<file path="src/sv/bigram_frequency_max_top_assert.svh">
// ----------------------------------------------------------------------------
// Assertion macros for the bigram frequency block
// Shared concurrent-assertion forms, clocked on clk_i and quiet during reset.
// ----------------------------------------------------------------------------
`ifndef BIGRAM_FREQUENCY_MAX_TOP_ASSERT_SVH
`define BIGRAM_FREQUENCY_MAX_TOP_ASSERT_SVH

// The consequent holds in the same cycle as the antecedent.
`define BFM_ASSERT_SAME(lbl, ante, cons) \
  lbl: assert property (@(posedge clk_i) disable iff (!rst_ni) (ante) |-> (cons)) \
    else $error("bfm: same-cycle check failed");

// The consequent holds in the cycle after the antecedent.
`define BFM_ASSERT_NEXT(lbl, ante, cons) \
  lbl: assert property (@(posedge clk_i) disable iff (!rst_ni) (ante) |=> (cons)) \
    else $error("bfm: next-cycle check failed");

`endif

</file>
<file path="src/sv/bfm_pkg.sv">
// ----------------------------------------------------------------------------
// Bigram frequency package
// Request, pair and result types and the default sizes of the block.
// ----------------------------------------------------------------------------
`timescale 1ns / 1ps

package bfm_pkg;

  localparam int unsigned ALPHABET_DEF     = 26;
  localparam int unsigned COUNT_BITS_DEF   = 16;
  localparam int unsigned LETTER_W         = 5;
  localparam int unsigned RESULT_COUNT_W   = 16;
  localparam int unsigned RESULT_COUNT_MAX = 65535;
  localparam int unsigned QUEUE_DEPTH      = 2;

  // One letter request from the input side.
  typedef struct packed {
    logic [LETTER_W-1:0] letter;
    logic                last;
  } in_req_t;

  // A classified pair on its way from the front end to the counting engine.
  typedef struct packed {
    logic                pair_ok;
    logic                last;
    logic [LETTER_W-1:0] first_letter;
    logic [LETTER_W-1:0] second_letter;
  } pair_req_t;

  // One result per string.
  typedef struct packed {
    logic [LETTER_W-1:0]       first_letter;
    logic [LETTER_W-1:0]       second_letter;
    logic [RESULT_COUNT_W-1:0] best_count;
    logic                      found;
  } result_t;

endpackage

</file>
<file path="src/sv/bfm_front.sv">
// ----------------------------------------------------------------------------
// Bigram frequency front end
// Accepts letters, pairs each with the one before it and classifies the pair.
// ----------------------------------------------------------------------------
`timescale 1ns / 1ps

module bfm_front #(
  parameter int unsigned ALPHABET = bfm_pkg::ALPHABET_DEF
) (
  input  logic               clk_i,
  input  logic               rst_ni,
  input  logic               push_i,
  input  bfm_pkg::in_req_t   req_i,
  input  logic               q_full_i,
  output logic               q_push_o,
  output bfm_pkg::pair_req_t q_data_o
);
  import bfm_pkg::*;

  logic [LETTER_W-1:0] prev_q, prev_d;
  logic                have_prev_q, have_prev_d;
  logic                accept, cur_ok, prev_ok;

  assign accept   = push_i && !q_full_i;
  assign q_push_o = accept;

  // A letter beyond the alphabet still becomes the previous letter, but no
  // pair that involves it is counted.
  always_comb begin
    cur_ok                  = (32'(req_i.letter) < ALPHABET);
    prev_ok                 = (32'(prev_q) < ALPHABET);
    q_data_o.pair_ok        = have_prev_q && prev_ok && cur_ok;
    q_data_o.last           = req_i.last;
    q_data_o.first_letter   = prev_q;
    q_data_o.second_letter  = req_i.letter;
    prev_d                  = prev_q;
    have_prev_d             = have_prev_q;
    if (accept) begin
      prev_d      = req_i.last ? '0 : req_i.letter;
      have_prev_d = !req_i.last;
    end
  end

  always_ff @(posedge clk_i or negedge rst_ni) begin
    if (!rst_ni) begin
      prev_q      <= '0;
      have_prev_q <= 1'b0;
    end else begin
      prev_q      <= prev_d;
      have_prev_q <= have_prev_d;
    end
  end

endmodule

</file>
<file path="config.mk">
export PLATFORM = sky130hd
export DESIGN_NAME = bfm_front
export DESIGN_NICKNAME = d
export VERILOG_FILES = /design/src/sv/bigram_frequency_max_top_assert.svh /design/src/sv/bfm_pkg.sv /design/src/sv/bfm_front.sv
export SDC_FILE = /design/constraint.sdc
export NUM_CORES = 1
export LEC_CHECK = 0
export BUFFER_PORTS_ARGS = -buffer_cell sky130_fd_sc_hd__buf_4
export CORE_AREA = 5 5 42 44
export DETAILED_ROUTE_END_ITERATION = 10
export DIE_AREA = 0 0 47 49
export PLACE_DENSITY = 0.66
export SYNTH_ARGS = -nofsm -noshare
export SYNTH_HDL_FRONTEND = slang
export SYNTH_SLANG_ARGS = --single-unit
</file>
<file path="constraint.sdc">
create_clock -name clk_i -period 0.8 [get_ports clk_i]
set_input_delay 0.16 -clock clk_i [delete_from_list [all_inputs] [get_ports clk_i]]
set_output_delay 0.16 -clock clk_i [all_outputs]
set_load 0.02 [all_outputs]
</file>
* Word level (Yosys, flattened, before mapping)
Index checks and enable logic that the tools add are counted.
Cells by class: reductions and logical operators 5, magnitude comparators 2, bitwise logic cells 0, $mul 0, equality and inequality tests 0, shift operators 0, divide/modulo/power cells 0, $add $sub $neg 0, mux-type cells 1
Operators by type and width (count):
- $lt A5 B5 Y1 const B | 2
- $mux W5 | 1
- $logic_and A1 B1 Y1 | 3
- $logic_not A1 Y1 | 2
Storage, ports and cells: flip-flop bits (word level) 6, input bits 10, latch bits 0, bits in read-only memories 0, RAM bits 0, memories kept 0

* Longest topological paths before layout
Gate-level depths: netlist (run 1).
depth in word-level cells 3, gate-level depth with buffers 3, depth with buffers taken out 2

* Worst setup path before layout (run 1)
No wires, ideal clock.
kind flip-flop to output port, start point register prev_q[1], end point output q_data_o[11] (netlist bit), buffers on the path 0, setup slack -0.261 ns, stages on the path, launching flop included 3, arrival time 0.901 ns, data required time 0.640 ns, cell sequence dfrtp_1 o211ai_1 and3_1
RTL lines:
- start: declaration | RTL line bfm_front.sv:20 | logic [LETTER_W-1:0] prev_q, prev_d;
- start signal: assignment | RTL line bfm_front.sv:49 | prev_q <= prev_d;
- end: declaration | RTL line bfm_front.sv:16 | output bfm_pkg::pair_req_t q_data_o

==> results of run 1 <==
## power groups by stage
stage	clock, mW	sequential [mW]	combinational (mW)
2_1_floorplan	0	0.413	0.158
3_3_place_gp	0	0.370	0.389
3_5_place_dp	0	0.370	0.391
4_1_cts	0.284	0.372	0.491
5_1_grt	0.299	0.377	0.552
6_report	0.271	0.372	0.515
## per-layer routing
| metal | vias to the layer above | wire (um) | GRT usage [%] |
|---|---|---|---|
| met2 | 15 | 517 | 13.8 |
| li1 | 162 | - | - |
| met5 | - | 0 | 0 |
| met3 | 0 | 103 | 5.17 |
| met4 | 0 | 0 | 4.15 |
| met1 | 160 | 337 | 11.2 |
## final cells by class
type                            instances  area, um2
Fill cell                             143        688
Timing Repair Buffer                   39        353
Multi-Input combinational cell         15        161
Sequential cell                         6        153
Clock buffer                            3       22.5
Tap cell                               16       20.0
Inverter                                1       3.75
## per-stage QoR
step	util (%)	setup TNS, ns	cells
floorplan	-	-0.458	29
global placement	40.7	-1.38	69
detailed placement	40.7	-1.42	69
CTS	49.3	-2.37	77
global route	50.9	-3.26	80
finish	50.9	-2.94	80
## worst paths after layout
check	slack (ns)	startpoint	cells after the start	to
max	-0.50	prev_q[1]	3	q_data_o[11]
min	0.23	req_i[0]	3	have_prev_q
max reg2reg	-0.33	prev_q[2]	4	prev_q[2]
min reg2reg	0.63	prev_q[0]	2	prev_q[0]
max in group asynchronous	0.40	rst_ni	2	prev_q[2]
min in group asynchronous	0.26	rst_ni	2	prev_q[3]
## cell usage in the layout (no fill, tap or decap), drive strengths merged
cell type / count
and2b: 4
and3: 1
buf: 38
clkbuf: 3
dfrtp: 6
dlygate4sd3: 1
inv: 1
mux2: 5
mux2i: 1
nor2b: 2
o211ai: 2
## worst register-to-register path: cells and delay by family (launching register included)
kind | cells | cell delay, ns
multiplexers | 1 | 0.26
buffers and inverters | 3 | 0.36
flip-flops | 1 | 0.39
## flip-flops by register name, indices dropped and copies added (netlist names)
register,count
prev_q,5
have_prev_q,1
## what timing repair did
item                       4_1_cts  5_1_grt
gates resized for setup         12        1
pin swaps                        2        0
setup endpoints to repair       11       10
hold buffers                     1        0
hold endpoints to repair         6        0
setup buffers                    4        4
## kinds of logic (layout without fill, tap and decap cells)
group / Yosys count / in the layout
flip-flops: 6 / 6
multiplexers: 6 / 6
buffers and inverters: 8 / 43
AND/OR/NAND/NOR: 7 / 7
AO/OA/AOI/OAI: 2 / 2
==> summary.txt, run 1 <==
Power and ir drop
  – P_int: 0.841 mW
  – Flop pwr share: 32.2%
  – Power per cell area: 1620 mW/mm2
  – Leak pwr: 0.378 nW
  – Clock power share: 23.4%
  – Worst vdd ir: 0.710 mV
  – Logic gate share of total power: 44.5%
  – P_sw: 0.318 mW
  – Net Sw Frac: 27.4%
  – Power Total: 1.16 mW

Detailed routing
  – Post-route ant nets: 0
  – DR WL/cell: 12.0 um
  – Via density: 4.21
  – Drt first pass iters: 4
  – Starting DRC count in detailed routing: 1
  – Total Wirelength: 958 um
  – Vias: 337
  – # DRC: 0

Setup path
  – CP top delay family: flip-flops
  – Critical path peak fanout: 2
  – Worst path cell trace: o211ai_1, and3_4, buf_6
  – CP startpoint kind: register
  – CP endpoint kind: primary output
  – Crit path largest cell delay: 0.40 ns
  – Slowest-stage cell, CP: dfrtp_2
  – WP data required: 0.64 ns
  – Worst path buffer plus inverter count: 1
  – CP Data Arrival Time: 1.14 ns
  – Worst Path Class, Setup: register to primary output

Global routing
  – GRT overflow: 0
  – Largest net degree at the start of global routing: 7
  – Wire length of the first global-routing pass: 1.53 mm
  – GRT Resource Usage Total: 9.50%
  – Vias in the first global route: 342
  – Initial antenna violation count: 0

Synth
  – Seq/Total Area, Yosys: 41.0%
  – Synth Flop Type: dfrtp_1
  – Synth top area cells: dfrtp_1, mux2_4, buf_4
  – Synth Area in Compound Gates: 4.10%
  – Synth Area in Simple Gates: 15.4%
  – Synth Register Bits: 6
  – Number of flops mapped to enable cells by yosys: 0
  – YS warnings: 0
  – Post-synth top cells: buf_4, dfrtp_1, mux2_4
  – Synth area leader: dfrtp_1
  – Post-synthesis xor/xnor area fraction: 0%
  – Synthesized netlist cell count: 29
  – Avg Synthesized Cell Area: 12.6 um2
  – Mux cell area share after synthesis: 23.2%
  – Syn Std Cell Area: 367 um2
  – Ys async rst share: 100%
  – Area share of the largest cell type after synthesis: 41.0%
  – Yosys cell types: 11
  – Largest family of logic cells by synthesized area: multiplexers
  – Post-synthesis adder-cell area fraction: 0%
  – Syn nets: 39

Clocking
  – TritonCTS clock tree: done
  – CTS clk-pin slew, worst paths: 0.05 ns
  – Worst-skew pair later-pin latency: 0.24 ns
  – Clock buffer count from CTS: 3
  – Clk root buf: clkbuf_4
  – Clock sink count: 6
  – H-tree depth: 1
  – Maximum clock path buffer count: 2

Min path
  – Worst min path class: input pin to register

Timing
  – Worst-Margin Slew: 0.174 ns
  – Worst Skew: 0 ns
  – Tightest hold margin: 0.234 ns
  – Fin. max-slew vios: 0
  – Crit share post-route: 162%
  – RSZ-0062 raised after global routing: yes
  – Minimum clock period: 1.30 ns
  – Endpoints failing setup: 11
  – Fmax: 770 MHz
  – Slew Limit Headroom: 88.4%
  – Min setup slack post-route: -0.498 ns
  – Hold Vio Cnt, Final: 0

Floorplan
  – # rows: 14
  – Die height: 49 um
  – IO Count: 23
  – Initial Util: 26.2%
  – Full die area: 0.00230 mm2
  – Core area: 0.00140 mm2
  – Die Wd: 47 um

Finish
  – Share of layout cells above drive strength 1: 78.1%
  – P&R area growth vs syn: 94.5%
  – # diodes: 0
  – Layout Nets: 76
  – Final instance area: 713 um2

Placed design
  – RePlAce Congestion: 0.737
  – Pre-CTS setup slack: -0.231 ns
  – Number of port buffers: 22
  – Placed cell area: 571 um2

Run status
  – Violations in the final reports: negative setup slack
  – Status: complete, but fails checks

Run
  – Max-cap check violation count: 0
(Power assumes the default switching activity.)
==> run 2: changes to the inputs <==
--- a/config.mk
+++ b/config.mk
@@ -10,6 +10,7 @@
 export DETAILED_ROUTE_END_ITERATION = 10
 export DIE_AREA = 0 0 47 49
 export PLACE_DENSITY = 0.66
+export RECOVER_POWER = 25
 export SYNTH_ARGS = -nofsm -noshare
 export SYNTH_HDL_FRONTEND = slang
 export SYNTH_SLANG_ARGS = --single-unit
==> run 2 against run 1 <==
  * The flow still finishes with violations (negative setup slack)
  * Total power is 0.26% lower
  * Setup slack hardly changed
  * Sequential share of layout area is 0.11 points higher
  * Critical path depth stayed put
  * Routed wire length is 0.73% lower
  * Core utilization is 0.27 points lower
  * Count of clock-buffer cells in the layout stayed put
  * Sequential power hardly changed
  * Final area is 0.53% lower
  * Global-route usage stayed put
  * Clock power hardly changed
  * Largest power group unchanged
==> summary.txt, run 2 (same netlist as run 1, synthesis figures left out) <==
Detailed routing
  – Total Wirelength: 951 um
  – Post-route ant nets: 0
  – Drt first pass iters: 1
  – Via density: 4.15
  – DR WL/cell: 11.9 um
  – # DRC: 0
  – Vias: 332
  – Starting DRC count in detailed routing: 0

Finish
  – Final instance area: 709 um2
  – FILL cells: 142
  – # diodes: 0
  – Commonest non-fill, non-tap cell in the layout: buf_4
  – Most frequent cells in the layout: buf_4, buf_6, mux2_4
  – Register area: 153 um2
  – Multi-input logic area: 161 um2
  – P&R area growth vs syn: 93.5%
  – Largest Register: prev_q
  – Max reg flops: 5
  – Share of layout cells above drive strength 1: 76.6%
  – Layout Nets: 76
  – Post-Layout Cell Count: 80
  – Core Util, Final: 50.6%
  – Top Registers: prev_q: 5 flops, have_prev_q: 1 flops

Timing
  – Minimum clock period: 1.30 ns
  – Hold Vio Cnt, Final: 0
  – Worst-Margin Slew: 0.335 ns
  – Crit share post-route: 162%
  – Final setup TNS: -2.94 ns
  – Fin. max-slew vios: 0
  – RSZ-0062 raised after global routing: yes
  – Fmax: 770 MHz
  – Min setup slack post-route: -0.499 ns
  – Worst Skew: 0 ns
  – Endpoints failing setup: 11
  – Slew Limit Headroom: 77.6%
  – Tightest hold margin: 0.234 ns

Power and ir drop
  – Power Total: 1.16 mW
  – Worst vdd ir: 0.708 mV
  – Power per cell area: 1630 mW/mm2
  – Leak pwr: 0.374 nW

Placed design
  – Number of port buffers: 22
  – RePlAce Congestion: 0.737
  – Placed cell area: 571 um2
  – Placed cell count: 69
  – Pre-CTS setup slack: -0.231 ns

Clocking
  – Clock sink count: 6
  – H-tree depth: 1
  – Clk root buf: clkbuf_4
  – Maximum clock path buffer count: 2
  – Clock buffer count from CTS: 3
  – TritonCTS clock tree: done
  – Worst-skew pair later-pin latency: 0.24 ns
  – CTS clk-pin slew, worst paths: 0.05 ns

Floorplan
  – Die Wd: 47 um
  – Full die area: 0.00230 mm2
  – IO Count: 23
  – Core area: 0.00140 mm2
  – Initial Util: 26.2%
  – # rows: 14
  – Die height: 49 um

Run status
  – Status: complete, but fails checks
  – Violations in the final reports: negative setup slack

Setup path
  – CP startpoint kind: register
  – Worst Path Class, Setup: register to primary output
  – WP data required: 0.64 ns
  – Critical path peak fanout: 2
  – CP endpoint kind: primary output
  – CP Data Arrival Time: 1.14 ns

Run
  – Max-cap check violation count: 0

Min path
  – Worst min path class: input pin to register

Global routing
  – Initial antenna violation count: 0
  – Vias in the first global route: 342
  – GRT overflow: 0
  – Wire length of the first global-routing pass: 1.53 mm
  – GRT Resource Usage Total: 9.50%
  – Largest net degree at the start of global routing: 7
## run 2: cell count changes in the layout (fill, tap and decap cells not counted)
| cell | before | now |
|---|---|---|
| clkbuf_1 | 0 | 1 |
| buf_4 | 25 | 24 |
## run 2: what timing repair did
| action | CTS | global route |
|---|---|---|
| pin swaps | 2 | 0 |
| hold buffers | 1 | 0 |
| endpoints found under the hold margin | 6 | 0 |
| setup buffers | 4 | 4 |
| endpoints found under the setup margin | 11 | 10 |
| gates resized for setup | 12 | 1 |
## run 2: report_power, final
| part | switching (mW) | internal (mW) | leakage [nW] | total (mW) |
|---|---|---|---|---|
| clock network | 0.101 | 0.169 | 0.0138 | 0.270 |
| registers | 0.0267 | 0.346 | 0.0734 | 0.372 |
| logic | 0.189 | 0.324 | 0.287 | 0.513 |
| total | 0.317 | 0.838 | 0.374 | 1.16 |
## run 2: cell type report
class	instances	area share (%)
flip-flops and latches	6	21.5
repair buffers	39	49.2
well taps	16	2.82
inverters	1	0.529
clock buffers	3	3.17
multi-input cells	15	22.8
## run 2: critical path: stages, from the launching register on
cell and delay (ns):
dfrtp_2 0.41, o211ai_1 0.18, and3_4 0.21, buf_6 0.11
## run 2: worst paths after layout
path,start,cells past startpoint,endpoint,slack [ns]
min in group asynchronous,rst_ni,2,prev_q[3],0.33
max in group asynchronous,rst_ni,2,prev_q[2],0.20
hold reg to reg,prev_q[3],2,prev_q[3],0.62
setup reg to reg,prev_q[2],4,prev_q[2],-0.33
hold / removal,req_i[0],3,have_prev_q,0.23
setup / recovery,prev_q[1],3,q_data_o[11],-0.50
## run 2: routing by layer
layer / wire [um] / track usage [%] / up-vias
met5: 0 / 0 / -
met4: 0 / 4.15 / 0
met3: 103 / 5.17 / 0
met2: 514 / 13.8 / 15
met1: 333 / 11.2 / 155
li1: - / - / 162
