[src/sv/bigram_frequency_max_top_assert.svh]
// ----------------------------------------------------------------------------
// Assertion macros for the bigram frequency block
// Shared concurrent-assertion forms, clocked on clk_i and quiet during reset.
// ----------------------------------------------------------------------------
`ifndef BIGRAM_FREQUENCY_MAX_TOP_ASSERT_SVH
`define BIGRAM_FREQUENCY_MAX_TOP_ASSERT_SVH

// The consequent holds in the same cycle as the antecedent.
`define BFM_ASSERT_SAME(lbl, ante, cons) \
  lbl: assert property (@(posedge clk_i) disable iff (!rst_ni) (ante) |-> (cons)) \
    else $error("bfm: same-cycle check failed");

// The consequent holds in the cycle after the antecedent.
`define BFM_ASSERT_NEXT(lbl, ante, cons) \
  lbl: assert property (@(posedge clk_i) disable iff (!rst_ni) (ante) |=> (cons)) \
    else $error("bfm: next-cycle check failed");

`endif

[src/sv/bfm_pkg.sv]
// ----------------------------------------------------------------------------
// Bigram frequency package
// Request, pair and result types and the default sizes of the block.
// ----------------------------------------------------------------------------
`timescale 1ns / 1ps

package bfm_pkg;

  localparam int unsigned ALPHABET_DEF     = 26;
  localparam int unsigned COUNT_BITS_DEF   = 16;
  localparam int unsigned LETTER_W         = 5;
  localparam int unsigned RESULT_COUNT_W   = 16;
  localparam int unsigned RESULT_COUNT_MAX = 65535;
  localparam int unsigned QUEUE_DEPTH      = 2;

  // One letter request from the input side.
  typedef struct packed {
    logic [LETTER_W-1:0] letter;
    logic                last;
  } in_req_t;

  // A classified pair on its way from the front end to the counting engine.
  typedef struct packed {
    logic                pair_ok;
    logic                last;
    logic [LETTER_W-1:0] first_letter;
    logic [LETTER_W-1:0] second_letter;
  } pair_req_t;

  // One result per string.
  typedef struct packed {
    logic [LETTER_W-1:0]       first_letter;
    logic [LETTER_W-1:0]       second_letter;
    logic [RESULT_COUNT_W-1:0] best_count;
    logic                      found;
  } result_t;

endpackage

[src/sv/bfm_fifo.sv]
// ----------------------------------------------------------------------------
// Bigram frequency queue
// Small first-in first-out buffer used between the stages of the block.
// ----------------------------------------------------------------------------
`timescale 1ns / 1ps

module bfm_fifo #(
  parameter type ITEM_T = logic
) (
  input  logic  clk_i,
  input  logic  rst_ni,
  input  logic  push_i,
  input  ITEM_T item_i,
  output logic  full_o,
  input  logic  pop_i,
  output ITEM_T item_o,
  output logic  empty_o
);
  import bfm_pkg::*;

  localparam int unsigned PTR_W = (QUEUE_DEPTH > 1) ? $clog2(QUEUE_DEPTH) : 1;
  localparam int unsigned CNT_W = $clog2(QUEUE_DEPTH + 1);

  ITEM_T            slots_q [QUEUE_DEPTH];
  logic [PTR_W-1:0] wr_ptr_q, wr_ptr_d;
  logic [PTR_W-1:0] rd_ptr_q, rd_ptr_d;
  logic [CNT_W-1:0] count_q, count_d;
  logic             do_push, do_pop;

  function automatic logic [PTR_W-1:0] ptr_inc(input logic [PTR_W-1:0] p);
    return (p == PTR_W'(QUEUE_DEPTH - 1)) ? '0 : PTR_W'(p + 1'b1);
  endfunction

  assign full_o  = (count_q == CNT_W'(QUEUE_DEPTH));
  assign empty_o = (count_q == '0);
  assign do_push = push_i && !full_o;
  assign do_pop  = pop_i && !empty_o;
  assign item_o  = slots_q[rd_ptr_q];

  always_comb begin
    wr_ptr_d = do_push ? ptr_inc(wr_ptr_q) : wr_ptr_q;
    rd_ptr_d = do_pop ? ptr_inc(rd_ptr_q) : rd_ptr_q;
    count_d  = CNT_W'(count_q + CNT_W'(do_push) - CNT_W'(do_pop));
  end

  always_ff @(posedge clk_i or negedge rst_ni) begin
    if (!rst_ni) begin
      wr_ptr_q <= '0;
      rd_ptr_q <= '0;
      count_q  <= '0;
    end else begin
      wr_ptr_q <= wr_ptr_d;
      rd_ptr_q <= rd_ptr_d;
      count_q  <= count_d;
    end
  end

  always_ff @(posedge clk_i) begin
    if (do_push) begin
      slots_q[wr_ptr_q] <= item_i;
    end
  end

endmodule

[config.mk]
export PLATFORM = sky130hd
export DESIGN_NAME = bfm_fifo
export DESIGN_NICKNAME = d
export VERILOG_FILES = /design/src/sv/bigram_frequency_max_top_assert.svh /design/src/sv/bfm_pkg.sv /design/src/sv/bfm_fifo.sv
export SDC_FILE = /design/constraint.sdc
export NUM_CORES = 1
export LEC_CHECK = 0
export BUFFER_PORTS_ARGS = -buffer_cell sky130_fd_sc_hd__buf_2
export CELL_PAD_IN_SITES_DETAIL_PLACEMENT = 0
export CELL_PAD_IN_SITES_GLOBAL_PLACEMENT = 1
export CORE_AREA = 2 2 39 41
export CTS_CLUSTER_SIZE = 10
export DETAILED_ROUTE_END_ITERATION = 16
export DIE_AREA = 0 0 41 43
export PLACE_DENSITY = 0.48
export SYNTH_ARGS = -nofsm -noshare
export SYNTH_HDL_FRONTEND = slang
export SYNTH_SLANG_ARGS = --single-unit
[constraint.sdc]
create_clock -name clk_i -period 1.65 [get_ports clk_i]
set_clock_uncertainty 0.15 [all_clocks]
set_input_delay 0.33 -clock clk_i [delete_from_list [all_inputs] [get_ports clk_i]]
set_output_delay 0.33 -clock clk_i [all_outputs]
set_load 0.01 [all_outputs]
; Word-level counts from Yosys, hierarchy flattened
; Memories as Yosys holds them, arrays and structs flattened.
; Index checks and enable logic that the tools add are counted.
[totals]
inputBits = 5
latchBits = 0
ram_bits = 2
out_inout_bits = 3
mem_count = 1
mem_bits_ro = 0
regBits = 4
[memory_table]
columns = memory, words, word_bits, rd, rd_ports_with_merged_regs, write_ports, line
row1 = slots_q, 2, 1, 1, 0, 1, bfm_fifo.sv:24  ; ITEM_T slots_q [QUEUE_DEPTH];
[op_classes]
shift = 0
n_lt_le_gt_ge = 0
n_reduce_logical = 5
n_mul = 0
n_eq_ne = 1
div_mod_pow = 0
n_addsub = 4
n_mux = 4
n_bitwise = 0
[ops]
columns = op, count
row1 = 2-to-1 mux 1 bit, 4
row2 = "adder 1 bit, second input constant", 2
row3 = adder 2 x 1 -> 2 bit, 1
row4 = "== test 2 bit, second input constant", 1
row5 = logical AND 1 bit, 2
row6 = zero test 1 bit, 2
row7 = zero test 2 bit, 1
row8 = subtractor 2 x 1 -> 2 bit, 1

; Longest topological paths before layout
; Gate-level depths: netlist of the first run.
[depth]
depth_word = 5
depth_mapped = 7

; Worst setup path after synthesis of the first run
; Ideal clock, no wire load.
[synth_timing]
kind = reg-to-reg
start = register count_q[1]
end = register count_q[1]
path_buffers = 0
stages_incl_launch_ff = 8
required_time_ns = 1.377
setup_time_ns = 0.123
arrival_ns = 1.431
setup_slack_ns = -0.054
path_cell_list = dfrtp_1 > nor2_1 > nor2b_2 > ha_1 > inv_1 > ha_1 > xnor2_1 > xnor2_1
[synth_between]
word_cells_on_any_way = 8
cone_classes = 2 x add/sub / 1 x eq/ne / 5 x reduce/logical
[synth_rtl]
columns = element, line
row1 = from (decl), bfm_fifo.sv:27  ; logic [CNT_W-1:0] count_q, count_d;
row2 = from (signal assigned), bfm_fifo.sv:54  ; count_q <= count_d;
row3 = zero test 2 bit, bfm_fifo.sv:35  ; assign empty_o = (count_q == '0);
row4 = via empty_o, bfm_fifo.sv:17  ; output logic empty_o
row5 = zero test 1 bit, bfm_fifo.sv:37  ; assign do_pop = pop_i && !empty_o;
row6 = logical AND 1 bit, bfm_fifo.sv:37
row7 = via do_pop, bfm_fifo.sv:28  ; logic do_push, do_pop;
row8 = subtractor 2 x 1 -> 2 bit, bfm_fifo.sv:43  ; count_d = CNT_W'(count_q + CNT_W'(do_push) - CNT_W'(do_pop));
row9 = via count_d[1], bfm_fifo.sv:27
; The timed path passes the listed nets, and every way through them passes these cells.
; A chain may end at the register's enable or synchronous reset.

; Final worst setup path of the first run
[layout_timing]
start = register count_q[1]
end = register count_q[1]
[layout_between]
word_cells_on_any_way = 8
cone_classes = 2 x add/sub / 1 x eq/ne / 5 x reduce/logical
[layout_rtl]
columns = element, line
row1 = zero test 2 bit, bfm_fifo.sv:35
row2 = zero test 1 bit, bfm_fifo.sv:37
row3 = logical AND 1 bit, bfm_fifo.sv:37
row4 = via do_pop, bfm_fifo.sv:28
row5 = subtractor 2 x 1 -> 2 bit, bfm_fifo.sv:43
row6 = via count_d[1], bfm_fifo.sv:27
; The timed path passes the listed nets, and every way through them passes these cells.

==> flow_metrics.env, run 1 <==
export IMPL_syn_area_um2=272
export IMPL_layout_cells_most_common="buf_2"
export IMPL_postRouteAntennaNets=0
export IMPL_drtPass1Iterations=2
export IMPL_diodes=0
export IMPL_die_y_um=43
export IMPL_mostFrequentLayoutCells="buf_2 (6), clkbuf_4 (3), dfrtp_1 (3)"
export IMPL_ys_seq_area_frac=0.590
export IMPL_grt_pass1_vias=179
export IMPL_cp_end_kind="flop"
export IMPL_drive_gt1_frac=0.629
export IMPL_critical_path_slowest_cell="dfrtp_2"
export IMPL_worstPathMaxFanout=3
export IMPL_rsz0062_at_grt="true"
export IMPL_syn_to_final_growth_pct=59.9
export IMPL_crit_chain="nor2_4, nor2b_2, ha_4, inv_1, ha_2, xnor2_2, xnor2_1"
export IMPL_start_kind="flop"
export IMPL_max_freq_ghz=0.619
export IMPL_rows=14
export IMPL_power_density_nw_per_um2=1890
export IMPL_nets=43
export IMPL_vias_per_cell=3.75
export IMPL_cts_tree="built"
export IMPL_dr_total_vias=191
export IMPL_syn_inst=21
export IMPL_grtUsageTotal=0.0547
export IMPL_finish_utilization=0.314
export IMPL_ys_ff_latch=6
export IMPL_layout_min_cycle_time_ps=1620
export IMPL_vdd_drop_max_mv=0.661
export IMPL_cpPeakStageDelay_ps=440
export IMPL_syn_nets=28
export IMPL_cts_root_buf="clkbuf_4"
export IMPL_place_hpwl_um=339
export IMPL_final_hold_viol_count=0
export IMPL_fin_tns_setup_ps=0
export IMPL_clock_sinks=6
export IMPL_port_buffers=7
export IMPL_routed_wl_um=434
export IMPL_die_area_um2=1760
export IMPL_gp_congestion=0.674
export IMPL_antenna_found_initial=0
export IMPL_synth_cell_types=12
export IMPL_cts_buffers=3
export IMPL_die_w_um=41
export IMPL_route_detailed_drc=0
export IMPL_crit_arrival_ps=1590
export IMPL_final_max_slew_viol_count=0
export IMPL_total_power_uw=823
export IMPL_coreArea_um2=1380
export IMPL_leakage_uw=0.000196
export IMPL_crit_required_ps=1620
export IMPL_grt_pass1_wl_um=607
export IMPL_clk_latency_ps=240
export IMPL_relSlewSlack=0.882
export IMPL_run_status="finished clean"
export IMPL_setup_worst_path_class="reg2reg"
export IMPL_start_util=0.196
export IMPL_path_clk_slew_ps=50
export IMPL_clock_path_buffers=2
export IMPL_drt_iter0_markers=4
export IMPL_pin_count=8
export IMPL_htree_levels=1
export IMPL_maxCapViolCount=0
export IMPL_avgSynthCellArea_um2=12.9
export IMPL_setup_viol=0
export IMPL_fin_crit_sh=0.979
export IMPL_hp_class="in2reg"
export IMPL_tightest_slew_ps=176
export IMPL_grt_overflow_total=0
export IMPL_ys_warn_count=0
export IMPL_grt_max_degree=5
export IMPL_wire_per_inst_um=8.51
[Yosys cell counts]
library cell / count / area (um2)
inv_1: 2 / 7.51
xor2_1: 1 / 8.76
nor2b_2: 1 / 8.76
nand2_1: 1 / 3.75
nor2_1: 2 / 7.51
mux2_2: 1 / 11.3
nand2b_1: 1 / 6.26
and3_1: 1 / 6.26
edfxtp_1: 2 / 60.1
dfrtp_1: 4 / 100
xnor2_1: 3 / 26.3
ha_1: 2 / 25.0
[cells by family after synthesis]
logic type	Yosys count	share of synthesized area
simple gates	6	0.120
flops	6	0.590
xor+xnor	4	0.129
buf+inv	2	0.0277
fa+ha+maj	2	0.0922
mux	1	0.0415
[through the flow]
stage	hold WS, ps	worst slack, ps	instance area (um2)	instances
3_3_place_gp	-8.35	50.3	344	46
4_1_cts	118	18.9	380	51
3_5_place_dp	-10.4	30.4	344	46
2_1_floorplan	-116	14.7	274	21
6_report	122	34.5	434	51
5_1_grt	116	-70.3	434	51
[final cells by class]
type / instances / area, um2
Inverter: 2 / 7.51
Clock buffer: 4 / 26.3
Multi-Input combinational cell: 13 / 149
Fill cell: 140 / 950
Tap cell: 16 / 20.0
Sequential cell: 6 / 161
Timing Repair Buffer: 10 / 70.1
[final timing paths]
path                                           start                   end  slack (ps)  cells past startpoint
min in group asynchronous                     rst_ni  wr_ptr_q$_DFFE_PN0P_         270                      2
worst max-delay path            count_q[1]$_DFF_PN0_  count_q[1]$_DFF_PN0_          30                      7
worst min-delay path                          item_i  slots_q[1]$_DFFE_PP_         120                      1
worst min register to register  rd_ptr_q$_DFFE_PN0P_  rd_ptr_q$_DFFE_PN0P_         330                      1
max in group asynchronous                     rst_ni  count_q[1]$_DFF_PN0_         940                      2
worst max register to register  count_q[1]$_DFF_PN0_  count_q[1]$_DFF_PN0_          30                      7
[routing by layer]
metal,track usage,wire [um],vias to the layer above
li1,-,-,96
met1,0.0660,182,92
met2,0.0688,228,3
met3,0.0314,23,0
met4,0.0400,0,0
met5,0,0,-
[flip-flops by register name, summed over array words and instances, names as in the netlist]
name,flops
count_q,2
slots_q,2
wr_ptr_q,1
rd_ptr_q,1
[critical path: cells and delay by family, from the launching register on]
kind / cells / cell delay, ps
xor+xnor: 2 / 260
fa+ha+maj: 2 / 430
buf+inv: 1 / 30
flops: 1 / 440
simple gates: 2 / 180
[report_power, final]
part           leakage [uW]  total, uW  switching [uW]  internal [uW]
registers         0.0000642        292            64.9            227
logic              0.000117        384             154            231
clock network     0.0000150        147            54.9           91.7
total              0.000196        823             274            549
[timing repair]
item,CTS,global route
resized for setup,0,11
endpoints found under the setup margin,0,1
endpoints found under the hold margin,4,0
buffers inserted,0,1
hold buffers,1,0
Note: power is estimated with default switching activity, not from simulation.
==> run 2: changes to the inputs <==
Settings changed: SETUP_SLACK_MARGIN from default to 0.3.
==> run 2 against run 1 <==
Net effect:
- critical path depth is 3 lower
- design area is 6.9% higher
- fmax is 1.4% higher
- critical path type is now reg2out
- largest cell class is now multi-input combinational cells
- largest power group unchanged
- highest routed layer is now met4
==> flow_metrics.env, run 2 (synthesis gave the netlist of run 1 again) <==
export IMPL_critical_path_slowest_cell="dfrtp_1"
export IMPL_coreArea_um2=1380
export IMPL_fillers=140
export IMPL_p_sw_frac=0.335
export IMPL_place_area_um2=360
export IMPL_pin_count=8
export IMPL_path_clk_slew_ps=50
export IMPL_antenna_found_initial=0
export IMPL_whs_path_depth=1
export IMPL_design_area_um2=464
export IMPL_ff2ff_setup_slack_ps=60
export IMPL_port_buffers=7
export IMPL_gp_congestion=0.719
export IMPL_drt_iter0_markers=2
export IMPL_route_detailed_drc=0
export IMPL_rsz0062_at_grt="true"
export IMPL_crit_chain="nand2b_4, buf_4, inv_1, buf_2"
export IMPL_layout_cells_most_common="buf_2"
export IMPL_cts_tree="built"
export IMPL_whs_endpoint="slots_q[0]$_DFFE_PP_"
export IMPL_relSlewSlack=0.899
export IMPL_wire_per_inst_um=9.58
export IMPL_combPwrFrac=0.510
export IMPL_routed_wl_um=508
export IMPL_clock_sinks=6
export IMPL_place_hpwl_um=378
export IMPL_die_area_um2=1760
export IMPL_rows=14
export IMPL_mostFrequentLayoutCells="buf_2 (6), buf_4 (4), clkbuf_4 (3), dfrtp_1 (3)"
export IMPL_final_hold_viol_count=0
export IMPL_crit_arrival_ps=1110
export IMPL_cpPeakStageDelay_ps=410
export IMPL_largest_registers="count_q: 2 flops, slots_q: 2 flops"
export IMPL_drive_gt1_frac=0.649
export IMPL_internal_power_uw=595
export IMPL_hp_class="in2reg"
export IMPL_fin_tns_setup_ps=0
export IMPL_htree_levels=1
export IMPL_path_delay_family="flip-flops"
export IMPL_cts_root_buf="clkbuf_4"
export IMPL_final_max_slew_viol_count=0
export IMPL_p_sw_uw=300
export IMPL_dr_total_vias=194
export IMPL_grt_max_degree=5
export IMPL_syn_to_final_growth_pct=71.0
export IMPL_worstPathMaxFanout=3
export IMPL_seq_power_share=0.324
export IMPL_die_w_um=41
export IMPL_cp_end_kind="primary output"
export IMPL_crit_required_ps=1170
export IMPL_postRouteAntennaNets=0
export IMPL_critPathBufInv=3
export IMPL_r2r_end="count_q[1]$_DFF_PN0_"
export IMPL_grtUsageTotal=0.0797
export IMPL_maxCapViolCount=0
export IMPL_finish_utilization=0.335
export IMPL_nets=45
export IMPL_run_status="finished clean"
export IMPL_multi_input_area_um2=168
export IMPL_leakage_uw=0.000216
export IMPL_tightest_slew_ps=151
export IMPL_power_density_nw_per_um2=1930
export IMPL_holdCritStartpoint="item_i"
export IMPL_drtPass1Iterations=4
export IMPL_fin_crit_sh=0.965
export IMPL_regArea_um2=161
export IMPL_setup_viol=0
export IMPL_crit_path_start="count_q[0]$_DFF_PN0_"
export IMPL_diodes=0
export IMPL_layout_min_cycle_time_ps=1590
export IMPL_vdd_drop_max_mv=0.613
export IMPL_cts_buffers=3
export IMPL_reg2reg_depth=7
export IMPL_grt_overflow_total=0
export IMPL_max_freq_ghz=0.628
export IMPL_r2r_start="count_q[0]$_DFF_PN0_"
export IMPL_clk_latency_ps=250
export IMPL_grt_pass1_wl_um=841
export IMPL_die_y_um=43
export IMPL_vias_per_cell=3.66
export IMPL_start_util=0.196
export IMPL_start_kind="flop"
export IMPL_setup_worst_path_class="reg2out"
export IMPL_grt_pass1_vias=214
export IMPL_p_clk_frac=0.166
export IMPL_clock_path_buffers=2
## run 2: power groups by stage
stage / logic (uW) / clock network, uW / registers, uW
after floorplan: 227 / 0 / 285
after global placement: 299 / 0 / 294
after detailed placement: 306 / 0 / 296
after CTS: 466 / 152 / 291
after global routing: 506 / 162 / 298
final: 457 / 148 / 290
## run 2: worst register-to-register path: cells and delay by family (launching register included)
| kind | cells | cell delay, ps |
|---|---|---|
| fa+ha+maj | 2 | 410 |
| flops | 1 | 400 |
| xor+xnor | 2 | 250 |
| simple gates | 2 | 230 |
| buf+inv | 1 | 40 |
## run 2: layout make-up
class,instances,share of cell area
Clock buffer,4,0.0566
Inverter,2,0.0162
Multi-Input combinational cell,13,0.361
Sequential cell,6,0.348
Tap cell,16,0.0431
Timing Repair Buffer,12,0.175
## run 2: how the worst max path moves through the flow
stage / cells after the start / to
after global routing: 7 / count_q[1]$_DFF_PN0_
after CTS: 4 / full_o
after global placement: 7 / count_q[1]$_DFF_PN0_
final: 4 / full_o
after detailed placement: 7 / count_q[1]$_DFF_PN0_
after floorplan: 7 / count_q[1]$_DFF_PN0_
## run 2: repair_timing
| action | CTS | global route |
|---|---|---|
| pin swaps | 5 | 0 |
| hold buffers | 1 | 0 |
| gates resized for setup | 7 | 0 |
| setup buffers | 3 | 0 |
| endpoints found under the setup margin | 5 | 5 |
| endpoints found under the hold margin | 4 | 0 |
## run 2: metal layers
| layer | vias up | track usage | wire length [um] |
|---|---|---|---|
| li1 | 98 | - | - |
| met1 | 87 | 0.0817 | 217 |
| met2 | 7 | 0.103 | 248 |
| met3 | 2 | 0.0314 | 32 |
| met4 | 0 | 0.100 | 10 |
| met5 | - | 0 | 0 |
## run 2: metrics by stage
step           instances  power (uW)  worst slack (ps)  hold slack, ps
2_1_floorplan         21         512              52.5            -116
6_report              53         895              57.2             121
5_1_grt               53         965              8.38             121
3_3_place_gp          45         593              35.6           -2.65
3_5_place_dp          45         602             -12.9           -1.78
4_1_cts               53         909              51.5             115
